### config.mk
export PLATFORM = sky130hd
export DESIGN_NAME = v3n_div_stage
export DESIGN_NICKNAME = d
export VERILOG_FILES = /design/src/sv/v3n_pkg.sv /design/src/sv/v3n_div_stage.sv
export SDC_FILE = /design/constraint.sdc
export NUM_CORES = 1
export LEC_CHECK = 0
export BUFFER_PORTS_ARGS = -buffer_cell sky130_fd_sc_hd__buf_2
export CORE_AREA = 4 4 182 184
export DETAILED_ROUTE_END_ITERATION = 8
export DIE_AREA = 0 0 186 188
export HOLD_SLACK_MARGIN = 0.06
export PLACE_DENSITY = 0.69
export SLEW_MARGIN = 15
export SYNTH_ARGS = -nofsm -noshare
export SYNTH_HDL_FRONTEND = slang
export SYNTH_SLANG_ARGS = --single-unit
### constraint.sdc
create_clock -name clk -period 11.98 [get_ports clk]
set_clock_uncertainty 0.05 [all_clocks]
set_input_delay 1.797 -clock clk [delete_from_list [all_inputs] [get_ports clk]]
set_output_delay 1.797 -clock clk [all_outputs]
set_load 0.02 [all_outputs]
### src/sv/v3n_pkg.sv
// Package with shared types and constants of the vector normalizer.
package v3n_pkg;

  localparam int COORD_WIDTH_DEF = 32;
  localparam int UNIT_WIDTH = 32;
  localparam int UNIT_FRAC = 30;

  // Input beat: three signed Q16.16 components.
  typedef struct packed {
    logic signed [COORD_WIDTH_DEF-1:0] in_x;
    logic signed [COORD_WIDTH_DEF-1:0] in_y;
    logic signed [COORD_WIDTH_DEF-1:0] in_z;
  } v3n_in_t;

  // Output beat: unit components in Q2.30, length and zero flag.
  typedef struct packed {
    logic signed [UNIT_WIDTH-1:0] out_x;
    logic signed [UNIT_WIDTH-1:0] out_y;
    logic signed [UNIT_WIDTH-1:0] out_z;
    logic [COORD_WIDTH_DEF-1:0] length;
    logic zero_length;
  } v3n_out_t;

endpackage

### src/sv/v3n_div_stage.sv
// One pipelined step of the three restoring dividers sharing one divisor.
module v3n_div_stage
  import v3n_pkg::*;
#(
  parameter int DW = 32,
  parameter int QW = 32,
  parameter int SW = 8,
  parameter bit FIRST = 1'b0
) (
  input  logic            clk,
  input  logic            rst,
  input  logic            adv,
  input  logic            vin,
  input  logic [DW-1:0]   len,
  input  logic [3*DW-1:0] rem_in,
  input  logic [3*QW-1:0] quo_in,
  input  logic [SW-1:0]   side_in,
  output logic            vout,
  output logic [DW-1:0]   len_o,
  output logic [3*DW-1:0] rem,
  output logic [3*QW-1:0] quo,
  output logic [SW-1:0]   side
);

  logic [3*DW-1:0] rem_next;
  logic [3*QW-1:0] quo_next;
  logic [DW:0]     r_sh;

  // Each lane shifts (except the first step), compares and subtracts.
  always_comb begin
    r_sh = '0;
    rem_next = '0;
    quo_next = '0;
    for (int k = 0; k < 3; k++) begin
      if (FIRST) begin
        r_sh = {1'b0, rem_in[k*DW +: DW]};
      end else begin
        r_sh = {rem_in[k*DW +: DW], 1'b0};
      end
      if (r_sh >= {1'b0, len}) begin
        rem_next[k*DW +: DW] = DW'(r_sh - {1'b0, len});
        quo_next[k*QW +: QW] = {quo_in[k*QW +: QW-1], 1'b1};
      end else begin
        rem_next[k*DW +: DW] = r_sh[DW-1:0];
        quo_next[k*QW +: QW] = {quo_in[k*QW +: QW-1], 1'b0};
      end
    end
  end

  always_ff @(posedge clk) begin
    if (rst) begin
      vout <= 1'b0;
    end else if (adv) begin
      vout <= vin;
    end
  end

  always_ff @(posedge clk) begin
    if (adv) begin
      len_o <= len;
      rem   <= rem_next;
      quo   <= quo_next;
      side  <= side_in;
    end
  end

endmodule

# [After elaboration in Yosys (flattened, before gate mapping)]
# Index checks and enable logic that the tools add are counted.
[totals] output_inout_bits=233 in_bits=236 regBits=233
[classes] magnitude_cmp=3 n_mux=6 addsub=3
[ops] cell="$ge A33 B32 Y1" n=3
[ops] cell="$mux W32" n=3
[ops] cell="$sub A32 B32 Y32" n=3
[ops] cell="$mux W1" n=3

# [Logic depth before layout (Yosys ltp)]
[depth] ltp_word=2 ltp_mapped=14

# [Worst setup path after synthesis]
# Ideal clock, no wire load.
[synth_path] path_kind="in2reg" startpoint="input port len[1]" endpoint="register rem[36], data pin" setup_ps=260 slack_ps=6980 path_stages=13 t_arrival_ps=4689 path_cell_list="inv_1 > ha_1 > nor2b_1 > o31a_1 > o21ai_2 > nand2_2 > a2111o_1 > a41o_1 > a21boi_2 > a211oi_2 > a2111oi_4 > buf_6 > mux2_4"
[synth_between] elab_chain_cells=2 elab_cells_between_ends=3 classes_between="add/sub: 1; order compare: 1; mux: 1"
[synth_rtl] item="from (decl)" line_no="v3n_div_stage.sv:14" source="input logic [DW-1:0] len,"
[synth_rtl] item="$sub A32 B32 Y32 / $ge A33 B32 Y1 (equally long branches)" line_no="v3n_div_stage.sv:41, v3n_div_stage.sv:40"
[synth_rtl] item="$mux W32 (*)" line_no="v3n_div_stage.sv:40" source="if (r_sh >= {1'b0, len}) begin"
[synth_rtl] item="net rem_next[36]" line_no="v3n_div_stage.sv:25" source="logic [3*DW-1:0] rem_next;"
[synth_rtl] item="to (signal assigned)" line_no="v3n_div_stage.sv:61" source="rem <= rem_next;"
[synth_rtl] item="to (decl)" line_no="v3n_div_stage.sv:20" source="output logic [3*DW-1:0] rem,"
# The timed path passes the listed nets; every way through them passes the cells marked *.
# A chain may end at the register's enable or synchronous reset.

# [Worst setup path after layout]
[layout_path] startpoint="input port len[1]" endpoint="register rem[34], data pin"
# The elaborated chain is that of the path after synthesis.

==> results_dict.tcl <==
set metrics [dict create \
    async_reset_ff_frac 0 \
    grt_antenna_before_repair 13 \
    rrSetupSlack_ns 11.35 \
    worst_slew_pin_slew_ns 1.08 \
    ant_nets 0 \
    setup_viol 0 \
    min-delay-start "vout" \
    setup-tns-final_ns 0 \
    drc 0 \
    ctsHtreeMaxLevel 1 \
    clk_latency_ns 0.53 \
    cp_cell_sequence "buf_2 > inv_1 > ha_1 > nor2b_1 > o31a_1 > o21ai_2 > nand2_2 > a2111o_1 > a41o_1 > a21boi_2 > a211oi_2 > a2111oi_4 > buf_4 > mux2_2" \
    routedWlPerCell_um 20.2 \
    fin_util 0.535 \
    cts_tree "yes" \
    vias_per_cell 5.34 \
    reg2regPathDepth 2 \
    irDropWorstVdd_mv 0.108 \
    hp-class "reg -> reg" \
    dieArea_sq_um 35000 \
    critPathTopFamily "compound AO/OA/AOI/OAI gates" \
    postSynthCellCount 1129 \
    multi_input_area_sq_um 5840 \
    worstPathArrival_ns 5.74 \
    gr-total-overflow 0 \
    num_vias 10800 \
    drive_above_1_share 0.363 \
    die_w_um 186 \
    p_per_area_nw_per_um2 149 \
    synthTopCellsByArea "edfxtp_1, ha_1, a21oi_1, xnor2_1, mux2_4" \
    place_congestion 0.886 \
    initial_utilization 0.421 \
    ys_seq_elements 233 \
    synth_ff_type "edfxtp_1" \
    dpl_worst_slack_ns 5.94 \
    rows 65 \
    root_buffer "clkbuf_16" \
    critPathMaxFanout 28 \
    hold_end "vout" \
    maxSlewHeadroom 0.277 \
    r2r-start "vout" \
    status "completed" \
    post_cts_resized 0 \
    slew_viol_final 0 \
    yosysTopAreaCell "edfxtp_1" \
    syn-cell-area_sq_um 13200 \
    leakagePower_nw 7.39 \
    area_delta_synth_final_pct 27.3 \
    finalWorstSetupSlack_ns 6.47 \
    drtPass1Iterations 7 \
    grt_pass1_wl_um 60100 \
    clock-sinks 233 \
    coreArea_sq_um 31400 \
    routed_wl_um 40900 \
    whs_ns 0.450 \
    required_ns 12.21 \
    avgSynthCellArea_sq_um 11.7 \
    io_pins 469 \
    synth_edf_count 232 \
    fin_crit_sh 0.460 \
    die_h_um 188 \
    max-cap-violations 0 \
    cts_buffer_depth 3 \
    grt_pass1_vias 10700 \
    cts_setup_buffers 0 \
    grt_max_degree 92 \
    slowest_stage "a2111oi_4" \
    rsz0062_at_grt "no" \
    cp-start-kind "primary input" \
    end_kind "register" \
    r2r_end "vout" \
    grt_usage 0.220 \
    seqCellArea_sq_um 6990 \
    dp_hpwl_um 32900 \
    hold_path_depth 2 \
    ys_seq_area_frac 0.529 \
    cts_buffers 26 \
    clk_pin_slew_ns 0.06 \
    yosys_warnings 0 \
    max_freq_mhz 182 \
    cp_num_buf_inv 3 \
    port_buffers 465 \
    synth_fp_nets 1464 \
    timing.setup.critical_path_class "in -> reg" \
    slowest_delay_ns 0.57 \
    finalHoldViolations 0 \
    first_iter_violations 467 \
    fillCellCount 2780 \
    synth_top_area_frac 0.528 \
    yosysUniqueCellTypes 72 \
    fin_nets 1927 \
    fin_crit_ns 5.51 \
    holdBufCountCts 0 \
]
how the worst max path moves through the flow:
stage / startpoint / end / cells after the start
finish: len[1] / rem[34] / 14
global route: len[1] / rem[34] / 14
CTS: len[1] / rem[34] / 14
detailed placement: len[1] / rem[35] / 14
global placement: len[1] / rem[34] / 14
floorplan: len[1] / rem[36] / 13
power breakdown:
part / switching, mW / internal (mW)
Clock: 0.327 / 0.488
Sequential: 0.0206 / 1.01
Combinational: 0.406 / 0.258
Total: 0.753 / 1.76
metal layers:
layer	up-vias	global-route usage	wire length [um]	share of wire
li1	5176	-	-	-
met1	5104	0.242	15000	0.37
met2	405	0.411	21300	0.52
met3	99	0.0386	2770	0.068
met4	8	0.0905	1750	0.043
met5	-	0	49	0.0012
worst min-delay path, stage by stage, from the launching register on:
cell	delay, ns
dfxtp_1	0.32
mux2i_1	0.06
nor2_1	0.08
metrics by stage:
stage,area [sq um],power (mW),cells
6_report,16800,2.51,2022
5_1_grt,16800,2.63,2022
4_1_cts,16800,2.53,2013
3_5_place_dp,15900,1.71,1966
3_3_place_gp,15900,1.70,1966
2_1_floorplan,13200,1.48,1129
area by class of cell:
type	instances	share of cell area
Antenna cell	9	0.00134
Clock buffer	32	0.0425
Clock inverter	15	0.00968
Inverter	56	0.0125
Multi-Input combinational cell	806	0.348
Sequential cell	233	0.416
Tap cell	402	0.0299
Timing Repair Buffer	469	0.141
registers in the layout (all words and copies together), names as in the netlist:
name,cells
quo,96
len_o,32
side,8
vout,1
rem,96
cell usage after synthesis, drive strengths merged (10+ instances only):
library cell	number
xor2	38
nor2	99
a21oi	133
mux2	51
nand2	67
nand4	16
inv	56
clkbuf	26
o21bai	14
o21ai	53
nor2b	12
nand3	21
edfxtp	232
a31oi	13
xnor2	47
a211oi	10
ha	96
and3	11
a21o	30
nor3	16
kinds of logic after synthesis:
kind of cell	share of synthesized area
AO/OA/AOI/OAI	0.147
AND/OR/NAND/NOR	0.0910
flip-flops	0.529
adder cells (fa/ha/maj)	0.0955
buffers and inverters	0.0284
XOR/XNOR	0.0564
multiplexers	0.0527
layout by cell type, fill, tap and decap left out, types with 21 or more instances in the layout:
cell,netlist,final
xor2_1,38,38
nor2_1,99,99
ha_1,96,96
xnor2_1,47,47
inv_1,56,56
buf_2,3,464
mux2_2,23,23
nand3_1,21,21
edfxtp_1,232,232
o21ai_0,51,51
a21o_1,26,26
clkbuf_16,0,27
a21oi_1,132,132
mux2_4,27,27
nand2_1,66,66
(Power assumes the default switching activity.)
