$ cat src/sv/v3n_pkg.sv
// Package with shared types and constants of the vector normalizer.
package v3n_pkg;

  localparam int COORD_WIDTH_DEF = 32;
  localparam int UNIT_WIDTH = 32;
  localparam int UNIT_FRAC = 30;

  // Input beat: three signed Q16.16 components.
  typedef struct packed {
    logic signed [COORD_WIDTH_DEF-1:0] in_x;
    logic signed [COORD_WIDTH_DEF-1:0] in_y;
    logic signed [COORD_WIDTH_DEF-1:0] in_z;
  } v3n_in_t;

  // Output beat: unit components in Q2.30, length and zero flag.
  typedef struct packed {
    logic signed [UNIT_WIDTH-1:0] out_x;
    logic signed [UNIT_WIDTH-1:0] out_y;
    logic signed [UNIT_WIDTH-1:0] out_z;
    logic [COORD_WIDTH_DEF-1:0] length;
    logic zero_length;
  } v3n_out_t;

endpackage

$ cat src/sv/v3n_sqrt_stage.sv
// One pipelined step of the floor square root: two radicand bits per stage.
module v3n_sqrt_stage
  import v3n_pkg::*;
#(
  parameter int RW = 64,
  parameter int SW = 130
) (
  input  logic          clk,
  input  logic          rst,
  input  logic          adv,
  input  logic          vin,
  input  logic [RW-1:0] root_in,
  input  logic [RW+1:0] rem_in,
  input  logic [1:0]    pair,
  input  logic [SW-1:0] side_in,
  output logic          vout,
  output logic [RW-1:0] root,
  output logic [RW+1:0] rem,
  output logic [SW-1:0] side
);

  logic [RW+1:0] rem_sh;
  logic [RW+1:0] trial;
  logic [RW-1:0] root_next;
  logic [RW+1:0] rem_next;

  // Compare the shifted remainder against 4*root+1.
  always_comb begin
    rem_sh = {rem_in[RW-1:0], pair};
    trial  = {root_in, 2'b01};
    if (rem_sh >= trial) begin
      rem_next  = rem_sh - trial;
      root_next = {root_in[RW-2:0], 1'b1};
    end else begin
      rem_next  = rem_sh;
      root_next = {root_in[RW-2:0], 1'b0};
    end
  end

  always_ff @(posedge clk) begin
    if (rst) begin
      vout <= 1'b0;
    end else if (adv) begin
      vout <= vin;
    end
  end

  always_ff @(posedge clk) begin
    if (adv) begin
      root <= root_next;
      rem  <= rem_next;
      side <= side_in;
    end
  end

endmodule

$ cat config.mk
export PLATFORM = sky130hd
export DESIGN_NAME = v3n_sqrt_stage
export DESIGN_NICKNAME = d
export VERILOG_FILES = /design/src/sv/v3n_pkg.sv /design/src/sv/v3n_sqrt_stage.sv
export SDC_FILE = /design/constraint.sdc
export NUM_CORES = 1
export LEC_CHECK = 0
export ABC_AREA = 1
export ABC_CLOCK_PERIOD_IN_PS = 2450
export BUFFER_PORTS_ARGS = -buffer_cell sky130_fd_sc_hd__buf_2
export CAP_MARGIN = 15
export CORE_AREA = 2 2 206 208
export DETAILED_ROUTE_END_ITERATION = 10
export DIE_AREA = 0 0 208 210
export GPL_ROUTABILITY_DRIVEN = 0
export GPL_TIMING_DRIVEN = 0
export PLACE_DENSITY = 0.59
export SETUP_SLACK_MARGIN = 0.05
export SLEW_MARGIN = 10
export SYNTH_ARGS = -nofsm -noshare
export SYNTH_HDL_FRONTEND = slang
export SYNTH_SLANG_ARGS = --single-unit
export TNS_END_PERCENT = 10
$ cat constraint.sdc
create_clock -name clk -period 2.45 [get_ports clk]
set_clock_uncertainty 0.05 [all_clocks]
set_input_delay 0.245 -clock clk [delete_from_list [all_inputs] [get_ports clk]]
set_output_delay 0.245 -clock clk [all_outputs]
set_load 0.005 [all_outputs]
==> After elaboration in Yosys (flattened, before gate mapping) <==
Index checks and enable logic that the tools add are counted.
{ "totals": {"input_bits": 266, "out_inout_bits": 261, "regBits": 261} }
{ "classes": {"add_sub_neg": 1, "mux": 2, "n_lt_le_gt_ge": 1} }
{ "ops": {"columns": ["operator", "count"], "rows": [
  ["$ge A66 B66 Y1", 1],
  ["$mux W66", 1],
  ["$sub A66 B66 Y66", 1],
  ["$mux W1", 1]
]} }

==> Logic depth before layout (Yosys ltp) <==
Gate-level depths: netlist (run 1).
{ "logic_depth": {"depth_word": 2, "ltp_mapped": 19, "mapped_depth_nobuf": 17} }

==> Worst setup path after synthesis (run 1) <==
No wires, ideal clock.
{ "synth_path": {"kind": "input port to flip-flop", "start": "input port root_in[7]", "end": "register rem[13] (data pin)", "slack_ns": 0.253, "n_path_buf": 2, "arrival_ns": 1.895, "stages": 16, "setup_time_ns": 0.252, "cell_sequence": "inv_1 ha_1 nand2_1 inv_2 a21oi_2 nand3_2 nand2_1 nand2_1 nand2_1 nand3_2 nand2_2 nand2_4 buf_4 buf_4 nand2_1 nand2_1"} }
{ "synth_via": {"elab_chain_cells": 2} }
{ "synth_rtl": {"columns": ["item", "line_no", "source"], "rows": [
  ["start: declaration", "v3n_sqrt_stage.sv:12", "input logic [RW-1:0] root_in,"],
  ["$sub A66 B66 Y66 or $ge A66 B66 Y1 (tied branches)", "v3n_sqrt_stage.sv:32, v3n_sqrt_stage.sv:31", null],
  ["$mux W66 (*)", "v3n_sqrt_stage.sv:31", "if (rem_sh >= trial) begin"],
  ["net rem_next[13]", "v3n_sqrt_stage.sv:25", "logic [RW+1:0] rem_next;"],
  ["end signal: assignment", "v3n_sqrt_stage.sv:51", "rem <= rem_next;"],
  ["end: declaration", "v3n_sqrt_stage.sv:18", "output logic [RW+1:0] rem,"]
]} }
The timed path passes the listed nets; every way through them passes the cells marked *.
A chain may end at the register's enable or synchronous reset.

==> Final worst setup path (run 1) <==
{ "layout_path": {"start": "input port root_in[28]", "end": "register rem[48] (data pin)"} }
Same word-level chain as after synthesis.

==> results of run 1 <==
-- worst reg2reg max path: stages, from the launching register on --
cell	delay [ns]
dfxtp_1	0.33
mux2i_1	0.13
nor2_1	0.05
dlygate4sd3_1	0.55
-- synthesized netlist by cell type (2+ instances only) --
master    number  share of area (%)
nand2_1      661                 17
inv_1        316                8.1
edfxtp_1     260                 53
nor2_1       110                2.8
nand3_1       82                2.8
a21oi_1       78                2.7
ha_1          66                5.6
o21ai_0       30                1.0
xor2_1        30                1.8
nand4_1       18               0.77
nor3_1        16               0.55
o21bai_1      14               0.72
nand3b_1      13               0.66
inv_2          9               0.23
buf_2          6               0.20
buf_6          6               0.46
nor2_2         6               0.26
buf_4          3               0.15
nor4_1         3               0.13
xnor2_1        3               0.18
nand3_2        2               0.14
nor3_2         2               0.14
-- power by group --
| part | switching [uW] | internal (uW) | leakage [uW] |
|---|---|---|---|
| sequential | 125 | 5430 | 0.00255 |
| combinational | 1840 | 1280 | 0.00788 |
| clock | 1770 | 2470 | 0.000440 |
-- kinds of logic (layout without fill, tap and decap cells) --
family	count (synthesis)	count (layout)	synth area share, %
AO/OA/AOI/OAI	125	125	4.56
XOR/XNOR	33	33	1.97
adder cells (fa/ha/maj)	66	66	5.62
buffers and inverters	341	1176	9.15
flip-flops	261	261	53.3
multiplexers	1	1	0.0682
other	0	8	0
AND/OR/NAND/NOR	917	917	25.3
-- sequential cells by signal, summed over array words and instances (netlist names) --
| register | flops |
|---|---|
| rem | 66 |
| side | 130 |
| root | 64 |
| vout | 1 |
-- worst max-delay path by stage --
stage / slack [ns] / startpoint / cells past startpoint / end
3_5_place_dp: -0.64 / root_in[28] / 16 / rem[48]$_DFFE_PP_
4_1_cts: 0.08 / root_in[7] / 17 / rem[23]$_DFFE_PP_
3_3_place_gp: -2.58 / adv / 3 / vout$_SDFFE_PP0P_
6_report: 0.15 / root_in[28] / 16 / rem[48]$_DFFE_PP_
5_1_grt: 0.04 / root_in[30] / 14 / rem[65]$_DFFE_PP_
2_1_floorplan: 0.25 / root_in[7] / 16 / rem[13]$_DFFE_PP_
-- layout make-up --
type | instances | area share (%)
Clock inverter | 16 | 0.751
Inverter | 326 | 5.65
Antenna cell | 8 | 0.0924
Timing Repair Buffer | 785 | 24.4
Clock buffer | 34 | 3.44
Multi-Input combinational cell | 1142 | 25.9
Sequential cell | 261 | 36.1
Buffer | 15 | 0.554
Tap cell | 539 | 3.11
-- through the flow --
step	cell area [um2]	util [%]	instances	total power (uW)	setup WS [ns]
after CTS	21600	52.0	3118	13000	0.0750
final	21700	52.2	3126	12900	0.149
after detailed placement	18000	43.5	2809	8350	-0.635
after global placement	18000	43.4	2807	8350	-2.58
after global routing	21700	52.2	3125	13500	0.0379
after floorplan	14700	-	1744	6990	0.253
-- layer usage --
layer	global-route usage [%]	wire [um]
met1	32.0	23200
met2	45.4	28200
met3	4.34	4430
met4	7.75	1880
met5	0	23
-- timing repair --
action / 4_1_cts / 5_1_grt
resized for setup: 1 / 28
hold buffers: 259 / 0
setup endpoints to repair: 50 / 65
hold endpoints to repair: 258 / 0
pin swaps: 0 / 1
==> out/metrics.cfg, run 1 <==
[synthesis]
syn_nets=2076
synthDistinctLibCells=32
ys_seq_area_share_pct=53.3
yosysWarnings=0
synth.avg_cell_area_um2=8.42
syn_inst=1744
synth_seq_cells=261
async_flop_share_pct=0
syn_area_um2=14700
synthFlopType=edfxtp_1
synth-edff-count=260

[setup_path]
reg2reg_to=vout$_SDFFE_PP0P_
rrSetupSlack_ns=1.22
slowest_stage=ha_1
critical_path_required_ns=2.71
critPathKind=in -> reg
worstPathArrival_ns=2.56
max_stage_delay_ns=0.37
critPathMaxFanout=10
cp_cell_sequence=buf_2 > inv_1 > ha_1 > nand2_2 > nor2_2 > inv_1 > nor2_4 > nand4_1 > nor2_1 > nor2_1 > nand2_4 > inv_2 > buf_6 > buf_6 > nand2_1 > nand2_1
critical_path.top_delay_family=simple AND/OR/NAND/NOR gates
r2r-start=vout$_SDFFE_PP0P_
reg2regPathDepth=3
critPathCaptureType=flip-flop
startpoint_type=input port
crit_buf_inv=6

[grt]
grt_pass1_wl_mm=85.9
track_usage_pct=25.6
grt_pass1_vias=14900
grt_max_degree=120
grt.overflow.total=0
antenna_found_initial=9

[finish]
layout_common_cells=653 x nand2_1, 529 x buf_2, 316 x inv_1
final_nets=2892
layout.area.seq_um2=7830
n_fill_cell=3963
final_common_cell=nand2_1
syn2layout_area_growth_pct=47.6
layout-drive-gt1-share_pct=24.2
multiInputGateArea_um2=5620

[die]
ios=527
dieWidth_um=208
fp.coreArea_um2=41500
die_h_um=210
initial_core_util_pct=35.4
rows=75
die_area_um2=43700

[sta]
hold_ws_ns=0.0401
hold_viol_final=0
worst_pin_slew_ns=0.633
rsz0062_at_grt=yes
fin_crit_sh_pct=93.9
fmax_mhz=435
finalSetupViolations=0
finalSetupTns_ns=0
min_period_ns=2.30
slew_headroom_pct=57.4
final_max_slew_viol_count=0

[detailed_routing]
drtAntennaViolNets=0
drtIter0Drc=1284
drc=0
vias=14900
drt_wl_total_mm=57.7
post_drt_wl_per_cell_um=18.5
drtPass1Iterations=6
viasPerCell=4.77

[placement]
dp_hpwl_mm=45.9
io_buffers=524

[clock_tree]
clk_latency_ns=0.55
numCtsBuffers=29
postCtsSetupBuffers=0
clkTransAtPathRegs_ns=0.06
cts_buffer_depth=3
numClockSinks=261
cts_tree=yes
cts_root_buf=clkbuf_16
cts.htree.levels=1

[min_path]
hold_path_end=side[118]$_DFFE_PP_
hold_class=in -> reg
hold_start=adv
min_path_cells=1

[power_and_ir_drop]
irDropWorstVdd_uv=475
p_leak_uw=0.0109
powerDensity_nw_per_um2=596

[run]
maxCapViolCount=0

[outcome]
status=complete, no violations

Note: power is estimated with default switching activity, not from simulation.
==> inputs of run 2 (changes only) <==
--- a/config.mk
+++ b/config.mk
@@ -14,7 +14,6 @@
 export DIE_AREA = 0 0 208 210
 export GPL_ROUTABILITY_DRIVEN = 0
 export GPL_TIMING_DRIVEN = 0
-export PLACE_DENSITY = 0.59
 export SETUP_SLACK_MARGIN = 0.05
 export SLEW_MARGIN = 10
 export SYNTH_ARGS = -nofsm -noshare
==> run 2 against run 1 <==
Utilization shrank 0.084 points. Highest routed layer unchanged. Flip-flop and latch count unchanged. Setup slack improved by 0.0047 ns. Via count increased by 0.40%. First-iteration DRC count is 10% higher. Clock power hardly changed. Die area unchanged. Final area shrank 0.16%. Maximum frequency up 0.20%.
==> out/metrics.cfg, run 2 (synthesis gave the netlist of run 1 again) <==
[grt]
grt.overflow.total=0  ; unchanged
grt_pass1_wl_mm=87.2  ; +1.4%
grt_pass1_vias=15000  ; +0.29%
antenna_found_initial=9  ; unchanged
track_usage_pct=26.0  ; +0.36 points
grt_max_degree=116  ; -3.3%

[setup_path]
max_stage_delay_ns=0.35  ; -0.02 ns
worstPathArrival_ns=2.55  ; about the same
cp_cell_sequence=buf_2 > inv_1 > ha_1 > nand2_1 > nor2_2 > inv_2 > nor2_4 > nand4_1 > nor2_1 > nor2_1 > nand2_4 > inv_2 > buf_6 > buf_6 > nand2_1 > nand2_1
critical_path_required_ns=2.71  ; about the same
crit_buf_inv=6  ; unchanged
startpoint_type=input port
critPathMaxFanout=10  ; unchanged
critPathKind=in -> reg
slowest_stage=ha_1
critPathCaptureType=flip-flop
path_common_cell=nand2_1
critical_path.top_delay_family=simple AND/OR/NAND/NOR gates

[sta]
final_max_slew_viol_count=0  ; unchanged
worst_pin_slew_ns=0.609  ; -0.0237 ns
hold_viol_final=0  ; unchanged
hold_ws_ns=0.00898  ; -0.0311 ns
fin_crit_sh_pct=93.7  ; -0.19 points
fmax_mhz=436  ; +0.20%
finalSetupTns_ns=0  ; unchanged
min_period_ns=2.30  ; -0.00471 ns
rsz0062_at_grt=no
slew_headroom_pct=59.4  ; +2.0 points
finalSetupViolations=0  ; unchanged

[die]
fp.coreArea_um2=41500  ; unchanged
rows=75  ; unchanged
initial_core_util_pct=35.4  ; unchanged
die_h_um=210  ; unchanged
dieWidth_um=208  ; unchanged
ios=527  ; unchanged
die_area_um2=43700  ; unchanged

[clock_tree]
clk_latency_ns=0.55  ; about the same
numClockSinks=261  ; unchanged
numCtsBuffers=30  ; +3.4%
clkTransAtPathRegs_ns=0.06  ; about the same
postCtsSetupBuffers=0  ; unchanged
cts_root_buf=clkbuf_16
cts_buffer_depth=3  ; unchanged
cts.htree.levels=1  ; unchanged
cts_tree=yes

[finish]
largest_reg_flops=130  ; unchanged
final_common_cell=nand2_1
layout-drive-gt1-share_pct=24.0  ; -0.28 points
top_register=side
syn2layout_area_growth_pct=47.3
top_regs=side (130), rem (66), root (64)
layout_common_cells=659 x nand2_1, 529 x buf_2, 316 x inv_1
final_nets=2892  ; unchanged

[power_and_ir_drop]
p_leak_uw=0.0109  ; about the same
powerDensity_nw_per_um2=595  ; -0.12%
report.power.total_uw=12900  ; -0.28%
irDropWorstVdd_uv=491  ; +3.4%

[detailed_routing]
drc=0  ; unchanged
vias=15000  ; +0.40%
post_drt_wl_per_cell_um=18.6  ; +0.75%
drtIter0Drc=1417  ; +10%
drtPass1Iterations=5  ; -1
drtAntennaViolNets=0  ; unchanged
viasPerCell=4.78  ; +0.24%
drt_wl_total_mm=58.2  ; +0.92%

[min_path]
hold_class=in -> reg

[placement]
dp_hpwl_mm=46.5  ; +1.3%
io_buffers=524  ; unchanged

[outcome]
status=complete, no violations

[run]
maxCapViolCount=0  ; unchanged

-- run 2: changes by cell type in the layout (fill, tap and decap cells not counted), moves of 3 or more --
cell,delta
nand2_2,-6
nor2_2,-4
bufinv_16,-3
nand2_1,+6
nor2_1,+6
-- run 2: repair_timing --
action | CTS | global route
hold endpoints to repair | 257 | 0
hold buffers | 258 | 0
resized for setup | 1 | 15
setup endpoints to repair | 8 | 54
gates cloned | 0 | 0
-- run 2: path summary, 6_finish.rpt --
kind	startpoint	endpoint	slack, ns	cells past startpoint
worst min register to register	vout$_SDFFE_PP0P_	vout$_SDFFE_PP0P_	1.05	3
worst min-delay path	rem_in[26]	rem[28]$_DFFE_PP_	0.009	3
worst max-delay path	root_in[24]	rem[61]$_DFFE_PP_	0.15	16
worst max register to register	vout$_SDFFE_PP0P_	vout$_SDFFE_PP0P_	1.22	3
-- run 2: through the flow --
step                area (um2)  utilization [%]  setup WS (ns)  std cells
CTS                      21600             52.0          0.145       3123
finish                   21600             52.2          0.154       3131
detailed placement       18000             43.5         -0.572       2809
global placement         18000             43.4          -2.63       2807
floorplan                14700                -          0.253       1744
global route             21600             52.2         0.0259       3129
-- run 2: cell type report --
cell class | instances | area (um2)
repair buffers | 784 | 5270
flip-flops and latches | 261 | 7830
multi-input cells | 1142 | 5570
diodes | 8 | 20.0
clock inverters | 17 | 101
well taps | 539 | 674
clock buffers | 39 | 826
inverters | 326 | 1220
fillers | 3933 | 19800
plain buffers | 15 | 120
-- run 2: tightest hold or removal path: cells and delay by family --
family | cells | cell delay, ns
buf+inv | 1 | 0.12
simple gates | 2 | 0.15
-- run 2: where the power goes --
part           internal (uW)  switching, uW  leakage (uW)
logic                   1280           1830       0.00787
registers               5430            128       0.00255
clock network           2380           1830      0.000459
total                   9080           3790        0.0109
-- run 2: routing by layer --
metal | vias up | global-route usage [%] | share of wire (%)
met2 | 655 | 44.9 | 48
met3 | 110 | 5.13 | 8.1
met4 | 2 | 8.34 | 3.2
li1 | 7212 | - | -
met5 | - | 0 | 0.024
met1 | 6994 | 32.8 | 40
